<file path="config.mk">
export PLATFORM = sky130hd
export DESIGN_NAME = pixel_to_ppm_text_encoder_flat
export DESIGN_NICKNAME = d
export VERILOG_FILES = /design/src/ppm_pkg.sv /design/src/ppm_ifs.sv /design/src/ppm_front.sv /design/src/ppm_queue.sv /design/src/ppm_back.sv /design/src/pixel_to_ppm_text_encoder.sv /design/src/flat_wrapper.sv
export SDC_FILE = /design/constraint.sdc
export NUM_CORES = 1
export LEC_CHECK = 0
export BUFFER_PORTS_ARGS = -buffer_cell sky130_fd_sc_hd__clkbuf_2
export CAP_MARGIN = 20
export CORE_ASPECT_RATIO = 0.6
export CORE_MARGIN = 1.5
export CORE_UTILIZATION = 47
export CTS_BUF_LIST = sky130_fd_sc_hd__clkbuf_4
export DETAILED_ROUTE_END_ITERATION = 10
export PLACE_DENSITY = 0.77
export SLEW_MARGIN = 20
export SYNTH_ARGS = -nofsm -noshare
export SYNTH_HDL_FRONTEND = slang
export SYNTH_SLANG_ARGS = --single-unit
</file>
<file path="constraint.sdc">
create_clock -name i_clk -period 15.3 [get_ports i_clk]
set_input_delay 2.295 -clock i_clk [delete_from_list [all_inputs] [get_ports i_clk]]
set_output_delay 2.295 -clock i_clk [all_outputs]
set_load 0.01 [all_outputs]
</file>
<file path="src/ppm_pkg.sv">
// Package for the PPM P3 text encoder: shared types, constants and the
// decimal digit split used by the front part. No dependencies.
package ppm_pkg;

    localparam int MAX_WIDTH_DEF     = 4096;
    localparam int FRACTION_BITS_DEF = 12;

    localparam int LEVEL_W  = 16;
    localparam int WIDTH_W  = 13;
    localparam int LIMIT_W  = 8;
    localparam int ADDR_W   = 3;
    localparam int DATA_W   = 32;
    localparam int QDEPTH   = 2;
    localparam int QAW      = 1;

    localparam logic [WIDTH_W-1:0] WIDTH_RESET = 13'd1;
    localparam logic [LIMIT_W-1:0] LIMIT_RESET = 8'd70;

    localparam logic REG_IMAGE_WIDTH = 1'b0;
    localparam logic REG_LINE_LIMIT  = 1'b1;

    localparam logic [7:0] CHAR_ZERO    = 8'h30;
    localparam logic [7:0] CHAR_SPACE   = 8'h20;
    localparam logic [7:0] CHAR_NEWLINE = 8'h0A;

    typedef struct packed {
        logic [WIDTH_W-1:0] image_width;
        logic [LIMIT_W-1:0] line_limit;
    } t_cfg;

    // One decimal token: digit count and its digits, first emitted at index 0.
    typedef struct packed {
        logic [1:0]      len;
        logic [2:0][3:0] chars;
    } t_token;

    typedef t_token [2:0] t_pixel;

    typedef enum logic [1:0] {
        PH_DIGIT,
        PH_SEP,
        PH_TAIL
    } t_phase;

    function automatic t_token to_token(logic [7:0] v);
        logic [6:0]  rem;
        logic [1:0]  hund;
        logic [14:0] prod;
        logic [3:0]  tens;
        logic [3:0]  ones;
        t_token      t;
        if (v >= 8'd200) begin
            hund = 2'd2;
            rem  = 7'(v - 8'd200);
        end else if (v >= 8'd100) begin
            hund = 2'd1;
            rem  = 7'(v - 8'd100);
        end else begin
            hund = 2'd0;
            rem  = v[6:0];
        end
        prod = {8'b0, rem} * 15'd205;
        tens = prod[14:11];
        ones = 4'(rem - 7'({3'b0, tens} * 7'd10));
        if (hund != 2'd0) begin
            t.len   = 2'd3;
            t.chars = {ones, tens, {2'b0, hund}};
        end else if (tens != 4'd0) begin
            t.len   = 2'd2;
            t.chars = {4'd0, ones, tens};
        end else begin
            t.len   = 2'd1;
            t.chars = {4'd0, 4'd0, ones};
        end
        return t;
    endfunction

endpackage

</file>
<file path="src/ppm_ifs.sv">
// Handshake channels of the PPM P3 text encoder: pixel words in, text words out.
// Depends on no other file.
interface ppm_pix_if;
    logic               valid;
    logic               ready;
    logic signed [15:0] red_level;
    logic signed [15:0] green_level;
    logic signed [15:0] blue_level;

    modport source(output valid, output red_level, output green_level,
                   output blue_level, input ready);
    modport sink(input valid, input red_level, input green_level,
                 input blue_level, output ready);
endinterface

interface ppm_txt_if;
    logic       valid;
    logic       ready;
    logic [7:0] text_byte;
    logic       pixel_done;

    modport source(output valid, output text_byte, output pixel_done, input ready);
    modport sink(input valid, input text_byte, input pixel_done, output ready);
endinterface

</file>
<file path="src/ppm_front.sv">
// Front part: accepts pixel words, clamps each component to 0..255 and
// splits it into decimal digits. Depends on ppm_pkg and ppm_pix_if.
module ppm_front #(
    parameter int FRACTION_BITS = ppm_pkg::FRACTION_BITS_DEF
) (
    ppm_pix_if.sink         i_pix,
    input  logic            i_q_ready,
    output logic            o_push,
    output ppm_pkg::t_pixel o_data
);

    localparam int SHIFT = FRACTION_BITS - 8;

    function automatic logic [7:0] to_level(logic signed [15:0] raw);
        logic [14:0] q;
        q = raw[14:0] >> SHIFT;
        if (raw[15]) begin
            return 8'd0;
        end
        return (q > 15'd255) ? 8'd255 : q[7:0];
    endfunction

    assign i_pix.ready = i_q_ready;
    assign o_push      = i_pix.valid && i_q_ready;

    always_comb begin
        o_data[0] = ppm_pkg::to_token(to_level(i_pix.red_level));
        o_data[1] = ppm_pkg::to_token(to_level(i_pix.green_level));
        o_data[2] = ppm_pkg::to_token(to_level(i_pix.blue_level));
    end

endmodule

</file>
<file path="src/ppm_queue.sv">
// Two-entry queue of decoded pixels between the front and back parts.
// Depends on ppm_pkg.
module ppm_queue (
    input  logic            i_clk,
    input  logic            i_rst_n,
    input  logic            i_push,
    input  ppm_pkg::t_pixel i_data,
    output logic            o_ready,
    input  logic            i_pop,
    output logic            o_valid,
    output ppm_pkg::t_pixel o_head
);

    ppm_pkg::t_pixel            r_mem [ppm_pkg::QDEPTH];
    logic [ppm_pkg::QAW-1:0]    r_wptr;
    logic [ppm_pkg::QAW-1:0]    r_rptr;
    logic [ppm_pkg::QAW:0]      r_count;
    logic [ppm_pkg::QAW:0]      n_count;

    assign o_ready = (r_count != (ppm_pkg::QAW+1)'(ppm_pkg::QDEPTH));
    assign o_valid = (r_count != '0);
    assign o_head  = r_mem[r_rptr];

    always_comb begin
        n_count = r_count;
        if (i_push && !i_pop) begin
            n_count = r_count + 1'b1;
        end else if (!i_push && i_pop) begin
            n_count = r_count - 1'b1;
        end
    end

    always_ff @(posedge i_clk) begin
        if (!i_rst_n) begin
            r_wptr  <= '0;
            r_rptr  <= '0;
            r_count <= '0;
        end else begin
            r_count <= n_count;
            if (i_push) begin
                r_wptr <= r_wptr + 1'b1;
            end
            if (i_pop) begin
                r_rptr <= r_rptr + 1'b1;
            end
        end
    end

    always_ff @(posedge i_clk) begin
        if (i_push) begin
            r_mem[r_wptr] <= i_data;
        end
    end

endmodule

</file>
<file path="src/ppm_back.sv">
// Back part: emits one text word per unstalled cycle for the queued pixel,
// tracks line length and row position. Depends on ppm_pkg and ppm_txt_if.
module ppm_back #(
    parameter int MAX_WIDTH = ppm_pkg::MAX_WIDTH_DEF
) (
    input  logic            i_clk,
    input  logic            i_rst_n,
    input  ppm_pkg::t_cfg   i_cfg,
    input  logic            i_head_valid,
    input  ppm_pkg::t_pixel i_head,
    output logic            o_pop,
    ppm_txt_if.source       o_txt
);

    localparam int CW = (MAX_WIDTH > 1) ? $clog2(MAX_WIDTH) : 1;
    localparam int WW = ((CW > ppm_pkg::WIDTH_W) ? CW : ppm_pkg::WIDTH_W) + 2;

    ppm_pkg::t_phase r_phase, n_phase;
    logic [1:0]      r_comp, n_comp;
    logic [1:0]      r_pos, n_pos;
    logic [7:0]      r_ll, n_ll;
    logic [CW-1:0]   r_col, n_col;
    logic            r_out_valid;
    logic [7:0]      r_byte, n_byte;
    logic            r_done, n_done;

    logic            fire;
    ppm_pkg::t_token tok;
    logic [9:0]      sep_sum;
    logic [9:0]      tail_sum;
    logic [9:0]      limit;
    logic [WW-1:0]   eff_width;
    logic [WW-1:0]   col_next;
    logic            end_row;

    assign fire = i_head_valid && (!r_out_valid || o_txt.ready);
    assign tok  = i_head[r_comp];

    assign sep_sum  = {2'b0, r_ll} + 10'd1 + {8'b0, tok.len};
    assign tail_sum = {2'b0, r_ll} + 10'd4;
    assign limit    = {2'b0, i_cfg.line_limit};

    always_comb begin
        if (i_cfg.image_width == '0) begin
            eff_width = WW'(1);
        end else if (WW'(i_cfg.image_width) > WW'(MAX_WIDTH)) begin
            eff_width = WW'(MAX_WIDTH);
        end else begin
            eff_width = WW'(i_cfg.image_width);
        end
    end

    assign col_next = WW'(r_col) + WW'(1);
    assign end_row  = (col_next >= eff_width);

    always_comb begin
        n_phase = r_phase;
        n_comp  = r_comp;
        n_pos   = r_pos;
        n_ll    = r_ll;
        n_col   = r_col;
        n_byte  = ppm_pkg::CHAR_SPACE;
        n_done  = 1'b0;
        o_pop   = 1'b0;
        if (fire) begin
            unique case (r_phase)
                ppm_pkg::PH_DIGIT: begin
                    n_byte = ppm_pkg::CHAR_ZERO | {4'b0, tok.chars[r_pos]};
                    n_ll   = r_ll + 8'd1;
                    if (r_pos == tok.len - 2'd1) begin
                        n_pos = 2'd0;
                        if (r_comp == 2'd2) begin
                            n_phase = ppm_pkg::PH_TAIL;
                        end else begin
                            n_phase = ppm_pkg::PH_SEP;
                            n_comp  = r_comp + 2'd1;
                        end
                    end else begin
                        n_pos = r_pos + 2'd1;
                    end
                end
                ppm_pkg::PH_SEP: begin
                    n_phase = ppm_pkg::PH_DIGIT;
                    if (sep_sum > limit) begin
                        n_byte = ppm_pkg::CHAR_NEWLINE;
                        n_ll   = 8'd0;
                    end else begin
                        n_byte = ppm_pkg::CHAR_SPACE;
                        n_ll   = r_ll + 8'd1;
                    end
                end
                ppm_pkg::PH_TAIL: begin
                    n_phase = ppm_pkg::PH_DIGIT;
                    n_comp  = 2'd0;
                    n_done  = 1'b1;
                    o_pop   = 1'b1;
                    if (end_row) begin
                        n_byte = ppm_pkg::CHAR_NEWLINE;
                        n_ll   = 8'd0;
                        n_col  = '0;
                    end else begin
                        n_col = r_col + CW'(1);
                        if (tail_sum > limit) begin
                            n_byte = ppm_pkg::CHAR_NEWLINE;
                            n_ll   = 8'd0;
                        end else begin
                            n_byte = ppm_pkg::CHAR_SPACE;
                            n_ll   = r_ll + 8'd1;
                        end
                    end
                end
                default: begin
                    n_phase = ppm_pkg::PH_DIGIT;
                end
            endcase
        end
    end

    always_ff @(posedge i_clk) begin
        if (!i_rst_n) begin
            r_phase     <= ppm_pkg::PH_DIGIT;
            r_comp      <= 2'd0;
            r_pos       <= 2'd0;
            r_ll        <= 8'd0;
            r_col       <= '0;
            r_out_valid <= 1'b0;
        end else begin
            r_phase <= n_phase;
            r_comp  <= n_comp;
            r_pos   <= n_pos;
            r_ll    <= n_ll;
            r_col   <= n_col;
            if (fire) begin
                r_out_valid <= 1'b1;
            end else if (o_txt.ready) begin
                r_out_valid <= 1'b0;
            end
        end
    end

    always_ff @(posedge i_clk) begin
        if (fire) begin
            r_byte <= n_byte;
            r_done <= n_done;
        end
    end

    assign o_txt.valid      = r_out_valid;
    assign o_txt.text_byte  = r_byte;
    assign o_txt.pixel_done = r_done;

endmodule

</file>
<file path="src/pixel_to_ppm_text_encoder.sv">
// Top level of the PPM P3 text encoder: configuration registers, front part,
// pixel queue and back part. Depends on ppm_pkg, ppm_ifs and the ppm_ modules.
//
//   channel   dir   word                                           handshake
//   i_pix     in    red_level, green_level, blue_level (s16 each)  valid/ready
//   o_txt     out   text_byte (8), pixel_done (1)                  valid/ready
//   APB       in    image_width @0x0, line_limit @0x4              psel/penable
//
// The back part emits one text word per cycle while a pixel is queued and
// the output is not stalled; a pixel is 6 to 12 words, set by its digit
// count plus two separators and one trailing space or newline. The front
// part accepts a pixel whenever the two-entry queue has room. Reset is
// synchronous and active low; it restores width 1, limit 70 and starts a
// fresh row. Output stalls hold the word in the output register.
module pixel_to_ppm_text_encoder #(
    parameter int MAX_WIDTH     = ppm_pkg::MAX_WIDTH_DEF,
    parameter int FRACTION_BITS = ppm_pkg::FRACTION_BITS_DEF
) (
    input  logic                         i_clk,
    input  logic                         i_rst_n,
    ppm_pix_if.sink                      i_pix,
    ppm_txt_if.source                    o_txt,
    input  logic                         psel,
    input  logic                         penable,
    input  logic                         pwrite,
    input  logic [ppm_pkg::ADDR_W-1:0]   paddr,
    input  logic [ppm_pkg::DATA_W-1:0]   pwdata,
    output logic [ppm_pkg::DATA_W-1:0]   prdata,
    output logic                         pready
);

    ppm_pkg::t_cfg   r_cfg;
    logic            q_push;
    logic            q_ready;
    logic            q_pop;
    logic            q_valid;
    ppm_pkg::t_pixel q_in;
    ppm_pkg::t_pixel q_head;

    assign pready = 1'b1;

    always_ff @(posedge i_clk) begin
        if (!i_rst_n) begin
            r_cfg.image_width <= ppm_pkg::WIDTH_RESET;
            r_cfg.line_limit  <= ppm_pkg::LIMIT_RESET;
        end else if (psel && penable && pwrite) begin
            unique case (paddr[2])
                ppm_pkg::REG_IMAGE_WIDTH: begin
                    r_cfg.image_width <= pwdata[ppm_pkg::WIDTH_W-1:0];
                end
                ppm_pkg::REG_LINE_LIMIT: begin
                    r_cfg.line_limit <= pwdata[ppm_pkg::LIMIT_W-1:0];
                end
                default: begin
                    r_cfg <= r_cfg;
                end
            endcase
        end
    end

    always_comb begin
        unique case (paddr[2])
            ppm_pkg::REG_IMAGE_WIDTH: begin
                prdata = {{(ppm_pkg::DATA_W-ppm_pkg::WIDTH_W){1'b0}}, r_cfg.image_width};
            end
            ppm_pkg::REG_LINE_LIMIT: begin
                prdata = {{(ppm_pkg::DATA_W-ppm_pkg::LIMIT_W){1'b0}}, r_cfg.line_limit};
            end
            default: begin
                prdata = '0;
            end
        endcase
    end

    ppm_front #(
        .FRACTION_BITS(FRACTION_BITS)
    ) u_front (
        .i_pix    (i_pix),
        .i_q_ready(q_ready),
        .o_push   (q_push),
        .o_data   (q_in)
    );

    ppm_queue u_queue (
        .i_clk  (i_clk),
        .i_rst_n(i_rst_n),
        .i_push (q_push),
        .i_data (q_in),
        .o_ready(q_ready),
        .i_pop  (q_pop),
        .o_valid(q_valid),
        .o_head (q_head)
    );

    ppm_back #(
        .MAX_WIDTH(MAX_WIDTH)
    ) u_back (
        .i_clk       (i_clk),
        .i_rst_n     (i_rst_n),
        .i_cfg       (r_cfg),
        .i_head_valid(q_valid),
        .i_head      (q_head),
        .o_pop       (q_pop),
        .o_txt       (o_txt)
    );

`ifndef SYNTHESIS
    a_byte_class: assert property (@(posedge i_clk) disable iff (!i_rst_n)
        o_txt.valid |-> (o_txt.text_byte == ppm_pkg::CHAR_SPACE ||
                         o_txt.text_byte == ppm_pkg::CHAR_NEWLINE ||
                         (o_txt.text_byte >= ppm_pkg::CHAR_ZERO &&
                          o_txt.text_byte <= (ppm_pkg::CHAR_ZERO + 8'd9))))
        else $error("text word is not a digit, space or newline");

    a_done_on_sep: assert property (@(posedge i_clk) disable iff (!i_rst_n)
        (o_txt.valid && o_txt.pixel_done) |->
            (o_txt.text_byte == ppm_pkg::CHAR_SPACE ||
             o_txt.text_byte == ppm_pkg::CHAR_NEWLINE))
        else $error("pixel ends on a digit");

    a_pop_valid: assert property (@(posedge i_clk) disable iff (!i_rst_n)
        q_pop |-> q_valid)
        else $error("pixel queue popped while empty");
`endif

endmodule

</file>
<file path="src/flat_wrapper.sv">
// flat-port wrapper written by rule: the top's interface ports become plain ports
module pixel_to_ppm_text_encoder_flat 
#(
    parameter int MAX_WIDTH     = ppm_pkg::MAX_WIDTH_DEF,
    parameter int FRACTION_BITS = ppm_pkg::FRACTION_BITS_DEF
)
  (i_clk, i_rst_n, psel, penable, pwrite, paddr, pwdata, prdata, pready, i_pix_valid, i_pix_red_level, i_pix_green_level, i_pix_blue_level, i_pix_ready, o_txt_valid, o_txt_text_byte, o_txt_pixel_done, o_txt_ready);
  ppm_pix_if i_pix_i ();
  ppm_txt_if o_txt_i ();
  input  logic i_clk;
  input  logic i_rst_n;
  input  logic psel;
  input  logic penable;
  input  logic pwrite;
  input  logic [ppm_pkg::ADDR_W-1:0] paddr;
  input  logic [ppm_pkg::DATA_W-1:0] pwdata;
  output logic [ppm_pkg::DATA_W-1:0] prdata;
  output logic pready;
  input wire logic [$bits(i_pix_i.valid)-1:0] i_pix_valid;
  input wire logic [$bits(i_pix_i.red_level)-1:0] i_pix_red_level;
  input wire logic [$bits(i_pix_i.green_level)-1:0] i_pix_green_level;
  input wire logic [$bits(i_pix_i.blue_level)-1:0] i_pix_blue_level;
  output wire logic [$bits(i_pix_i.ready)-1:0] i_pix_ready;
  output wire logic [$bits(o_txt_i.valid)-1:0] o_txt_valid;
  output wire logic [$bits(o_txt_i.text_byte)-1:0] o_txt_text_byte;
  output wire logic [$bits(o_txt_i.pixel_done)-1:0] o_txt_pixel_done;
  input wire logic [$bits(o_txt_i.ready)-1:0] o_txt_ready;
  assign i_pix_i.valid = i_pix_valid;
  assign i_pix_i.red_level = i_pix_red_level;
  assign i_pix_i.green_level = i_pix_green_level;
  assign i_pix_i.blue_level = i_pix_blue_level;
  assign i_pix_ready = i_pix_i.ready;
  assign o_txt_valid = o_txt_i.valid;
  assign o_txt_text_byte = o_txt_i.text_byte;
  assign o_txt_pixel_done = o_txt_i.pixel_done;
  assign o_txt_i.ready = o_txt_ready;
  pixel_to_ppm_text_encoder #(.MAX_WIDTH(MAX_WIDTH), .FRACTION_BITS(FRACTION_BITS)) u_core (.i_clk(i_clk), .i_rst_n(i_rst_n), .i_pix(i_pix_i), .o_txt(o_txt_i), .psel(psel), .penable(penable), .pwrite(pwrite), .paddr(paddr), .pwdata(pwdata), .prdata(prdata), .pready(pready));
endmodule
</file>
==> flow_metrics.py <==
metrics = {
    "synthesis": {
        "ys_seq_area_share_pct": 32.6,
        "netlist_top_cells_count": "ha_1 (158), nand2_1 (110), inv_1 (98)",
        "synthDistinctLibCells": 76,
        "postSynth.asyncResetShare_pct": 0,
        "synth_top_area_share_pct": 23.5,
        "netlist_top_cells_area": "edfxtp_1 (23%), ha_1 (17%), dfxtp_1 (9.1%)",
        "synth-seq-cells": 144,
        "yosys_warnings": 0,
        "netlist_instances": 1188,
        "synth-edff-count": 91,
        "synth_flop_cell": "edfxtp_1",
        "post-synth-top-count-cell": "ha_1",
        "syn_area_um2": 11600,
        "synth_top_area_cell": "edfxtp_1",
        "syn_avg_cell_area_um2": 9.80,
    },
    "worst_hold_path": {
        "hold_class": "register to register",
        "hold_path_depth": 2,
    },
    "status": {
        "status": "finished clean",
    },
    "routing": {
        "ant_nets": 0,
        "routed_via_density": 5.68,
        "first_pass_iters": 5,
        "wirelength_um": 26100,
        "avgRoutedWirePerCell_um": 16.3,
        "drcViolationCount": 0,
        "drt_iter0_markers": 766,
        "dr_total_vias": 9052,
    },
    "clock_network": {
        "numCtsBuffers": 17,
        "clkLatencyLatePin_ns": 0.55,
        "hold_buffers": 0,
        "htree_levels": 4,
        "clk_pin_slew_ns": 0.13,
        "cts_root_buf": "clkbuf_4",
        "ctsResizeCount": 0,
        "clockBufferDepth": 2,
        "cts_tree": "done",
        "postCtsSetupBuffers": 0,
        "cts_num_sinks": 144,
    },
    "critical_path": {
        "ff2ff_setup_slack_ns": 10.59,
        "r2r_end": "u_core.u_back.r_ll[5]",
        "worst_setup_path_end_kind": "register",
        "crit_top_cell": "ha_1",
        "required_ns": 15.61,
        "crit_fanout": 8,
        "criticalPathCategory": "primary input to register",
        "crit_start": "i_pix_blue_level[14]",
        "arrival_ns": 10.25,
        "r2r-start": "u_core.u_back.r_comp[0]",
        "crit_end": "u_core.u_queue.r_mem[0][31]",
        "cp-start-kind": "primary input",
        "r2r_cells": 15,
        "cpPeakStageDelay_ns": 0.61,
        "crit_slowest_cell": "a21oi_1",
    },
    "floorplan": {
        "rows": 44,
        "io_pins": 134,
        "die_y_um": 125,
        "start_util_pct": 48.0,
        "coreArea_um2": 24200,
        "die_w_um": 206,
        "die_area_um2": 25700,
    },
    "final_layout": {
        "drive_above_1_share_pct": 13.5,
        "final_area_um2": 12600,
        "utilization_pct": 51.9,
        "area_delta_synth_final_pct": 8.03,
        "fin_nets": 1535,
    },
    "timing": {
        "tightest_slew_ns": 1.03,
        "tns_ns": 0,
        "drv_slew": 0,
        "clock_skew_ns": 0.0295,
        "fmax_mhz": 101,
        "hold_viol_final": 0,
        "min_period_over_period_pct": 65.0,
        "setup_viol": 0,
        "rsz0062_at_grt": "no",
        "maxSlewHeadroom_pct": 31.3,
        "period_needed_ns": 9.94,
    },
    "global_route": {
        "grt_max_degree": 62,
        "track_usage_pct": 20.8,
        "grt_overflow": 0,
        "antenna_found_initial": 1,
        "grt_pass1_vias": 8371,
        "grt_pass1_wl_um": 42700,
    },
    "place": {
        "dp_hpwl_um": 20500,
        "portBuffers": 78,
        "placedInstanceArea_um2": 12300,
        "routabilityCongestion": 0.906,
    },
    "flow_run": {
        "maxCapViolations": 0,
    },
    "pwr": {
        "irDropWorstVdd_mv": 0.0589,
        "p_leak_uw": 0.00550,
        "powerDensity_nw_per_um2": 126,
    },
}
## state kept, by name, indices dropped and copies added (netlist names), named ones only
register	count
u_core.r_cfg	21
u_core.u_back.o_txt.pixel_done	1
u_core.u_back.o_txt.text_byte	6
u_core.u_back.o_txt.valid	1
u_core.u_back.r_col	12
u_core.u_back.r_comp	2
u_core.u_back.r_ll	8
u_core.u_back.r_phase	2
u_core.u_back.r_pos	2
u_core.u_queue.r_count	2
u_core.u_queue.r_mem	84
u_core.u_queue.r_rptr	1
u_core.u_queue.r_wptr	1
## worst min-delay path by stage
| stage | from | to | slack [ns] |
|---|---|---|---|
| floorplan | u_core.r_cfg[3] | u_core.r_cfg[3] | 0.45 |
| global placement | u_core.r_cfg[5] | u_core.r_cfg[5] | 0.47 |
| detailed placement | u_core.r_cfg[3] | u_core.r_cfg[3] | 0.48 |
| CTS | u_core.r_cfg[3] | u_core.r_cfg[3] | 0.50 |
| global route | u_core.r_cfg[20] | u_core.r_cfg[20] | 0.53 |
| finish | u_core.r_cfg[3] | u_core.r_cfg[3] | 0.50 |
## final cells by class
| cell class | instances | area (um^2) |
|---|---|---|
| Sequential cell | 144 | 3790 |
| Fill cell | 2180 | 11700 |
| Multi-Input combinational cell | 912 | 7270 |
| Tap cell | 322 | 403 |
| Timing Repair Buffer | 84 | 433 |
| Antenna cell | 1 | 2.50 |
| Inverter | 100 | 375 |
| Clock buffer | 21 | 158 |
| Clock inverter | 11 | 140 |
## cell families (layout without fill, tap and decap cells)
logic type | Yosys count | after routing | share of synthesized area [%]
AO/OA/AOI/OAI | 229 | 229 | 13.4
XOR/XNOR | 67 | 67 | 5.11
adder cells (fa/ha/maj) | 186 | 186 | 21.8
buffers and inverters | 152 | 216 | 5.68
flip-flops | 144 | 144 | 32.6
multiplexers | 43 | 43 | 5.82
other | 2 | 23 | 0.0645
AND/OR/NAND/NOR | 365 | 365 | 15.5
## report_power, final
part / internal (uW) / leakage, uW / total, uW / switching (uW)
sequential: 523 / 0.00128 / 556 / 32.6
clock: 119 / 0.000159 / 255 / 136
combinational: 318 / 0.00406 / 773 / 455
total: 961 / 0.00550 / 1580 / 623
## cells in the final DEF, fill, tap and decap left out, drive strengths merged, types with 8 or more instances in the layout
master  instances
a211oi          8
a21boi         21
a21o           11
a21oi          44
a22oi           8
and2           17
and3           18
clkbuf        100
clkinv          8
conb           22
dfxtp          53
edfxtp         91
fa             28
ha            158
inv            98
mux2           17
mux2i           8
mux4           18
nand2         110
nand2b         10
nand3          28
nand4          14
nand4b          8
nor2           84
nor2b          17
nor3           21
nor4           11
o21a           15
o21ai          57
o22ai          14
or3             9
xnor2          38
xor2           29
## metal layers
layer	up-vias	track usage (%)	wire (um)
met5	-	0	0
met4	0	3.45	147
met3	15	4.19	2290
met2	354	28.7	10400
met1	4297	33.4	13200
li1	4386	-	-
## worst max-delay path, delay by kind of cell
family | cells | cell delay, ns
xor+xnor | 4 | 0.71
fa+ha+maj | 8 | 2.63
simple gates | 7 | 1.69
buf+inv | 4 | 0.37
compound gates | 7 | 2.55
## stage by stage
stage          cells  setup WS [ns]  power (uW)  hold slack [ns]
2_1_floorplan   1208           6.22        1120            0.453
3_3_place_gp    1561           5.12        1290            0.469
3_5_place_dp    1561           4.90        1320            0.479
4_1_cts         1593           5.52        1580            0.499
5_1_grt         1595           4.87        1710            0.526
6_report        1595           5.36        1580            0.497
(Power assumes the default switching activity.)
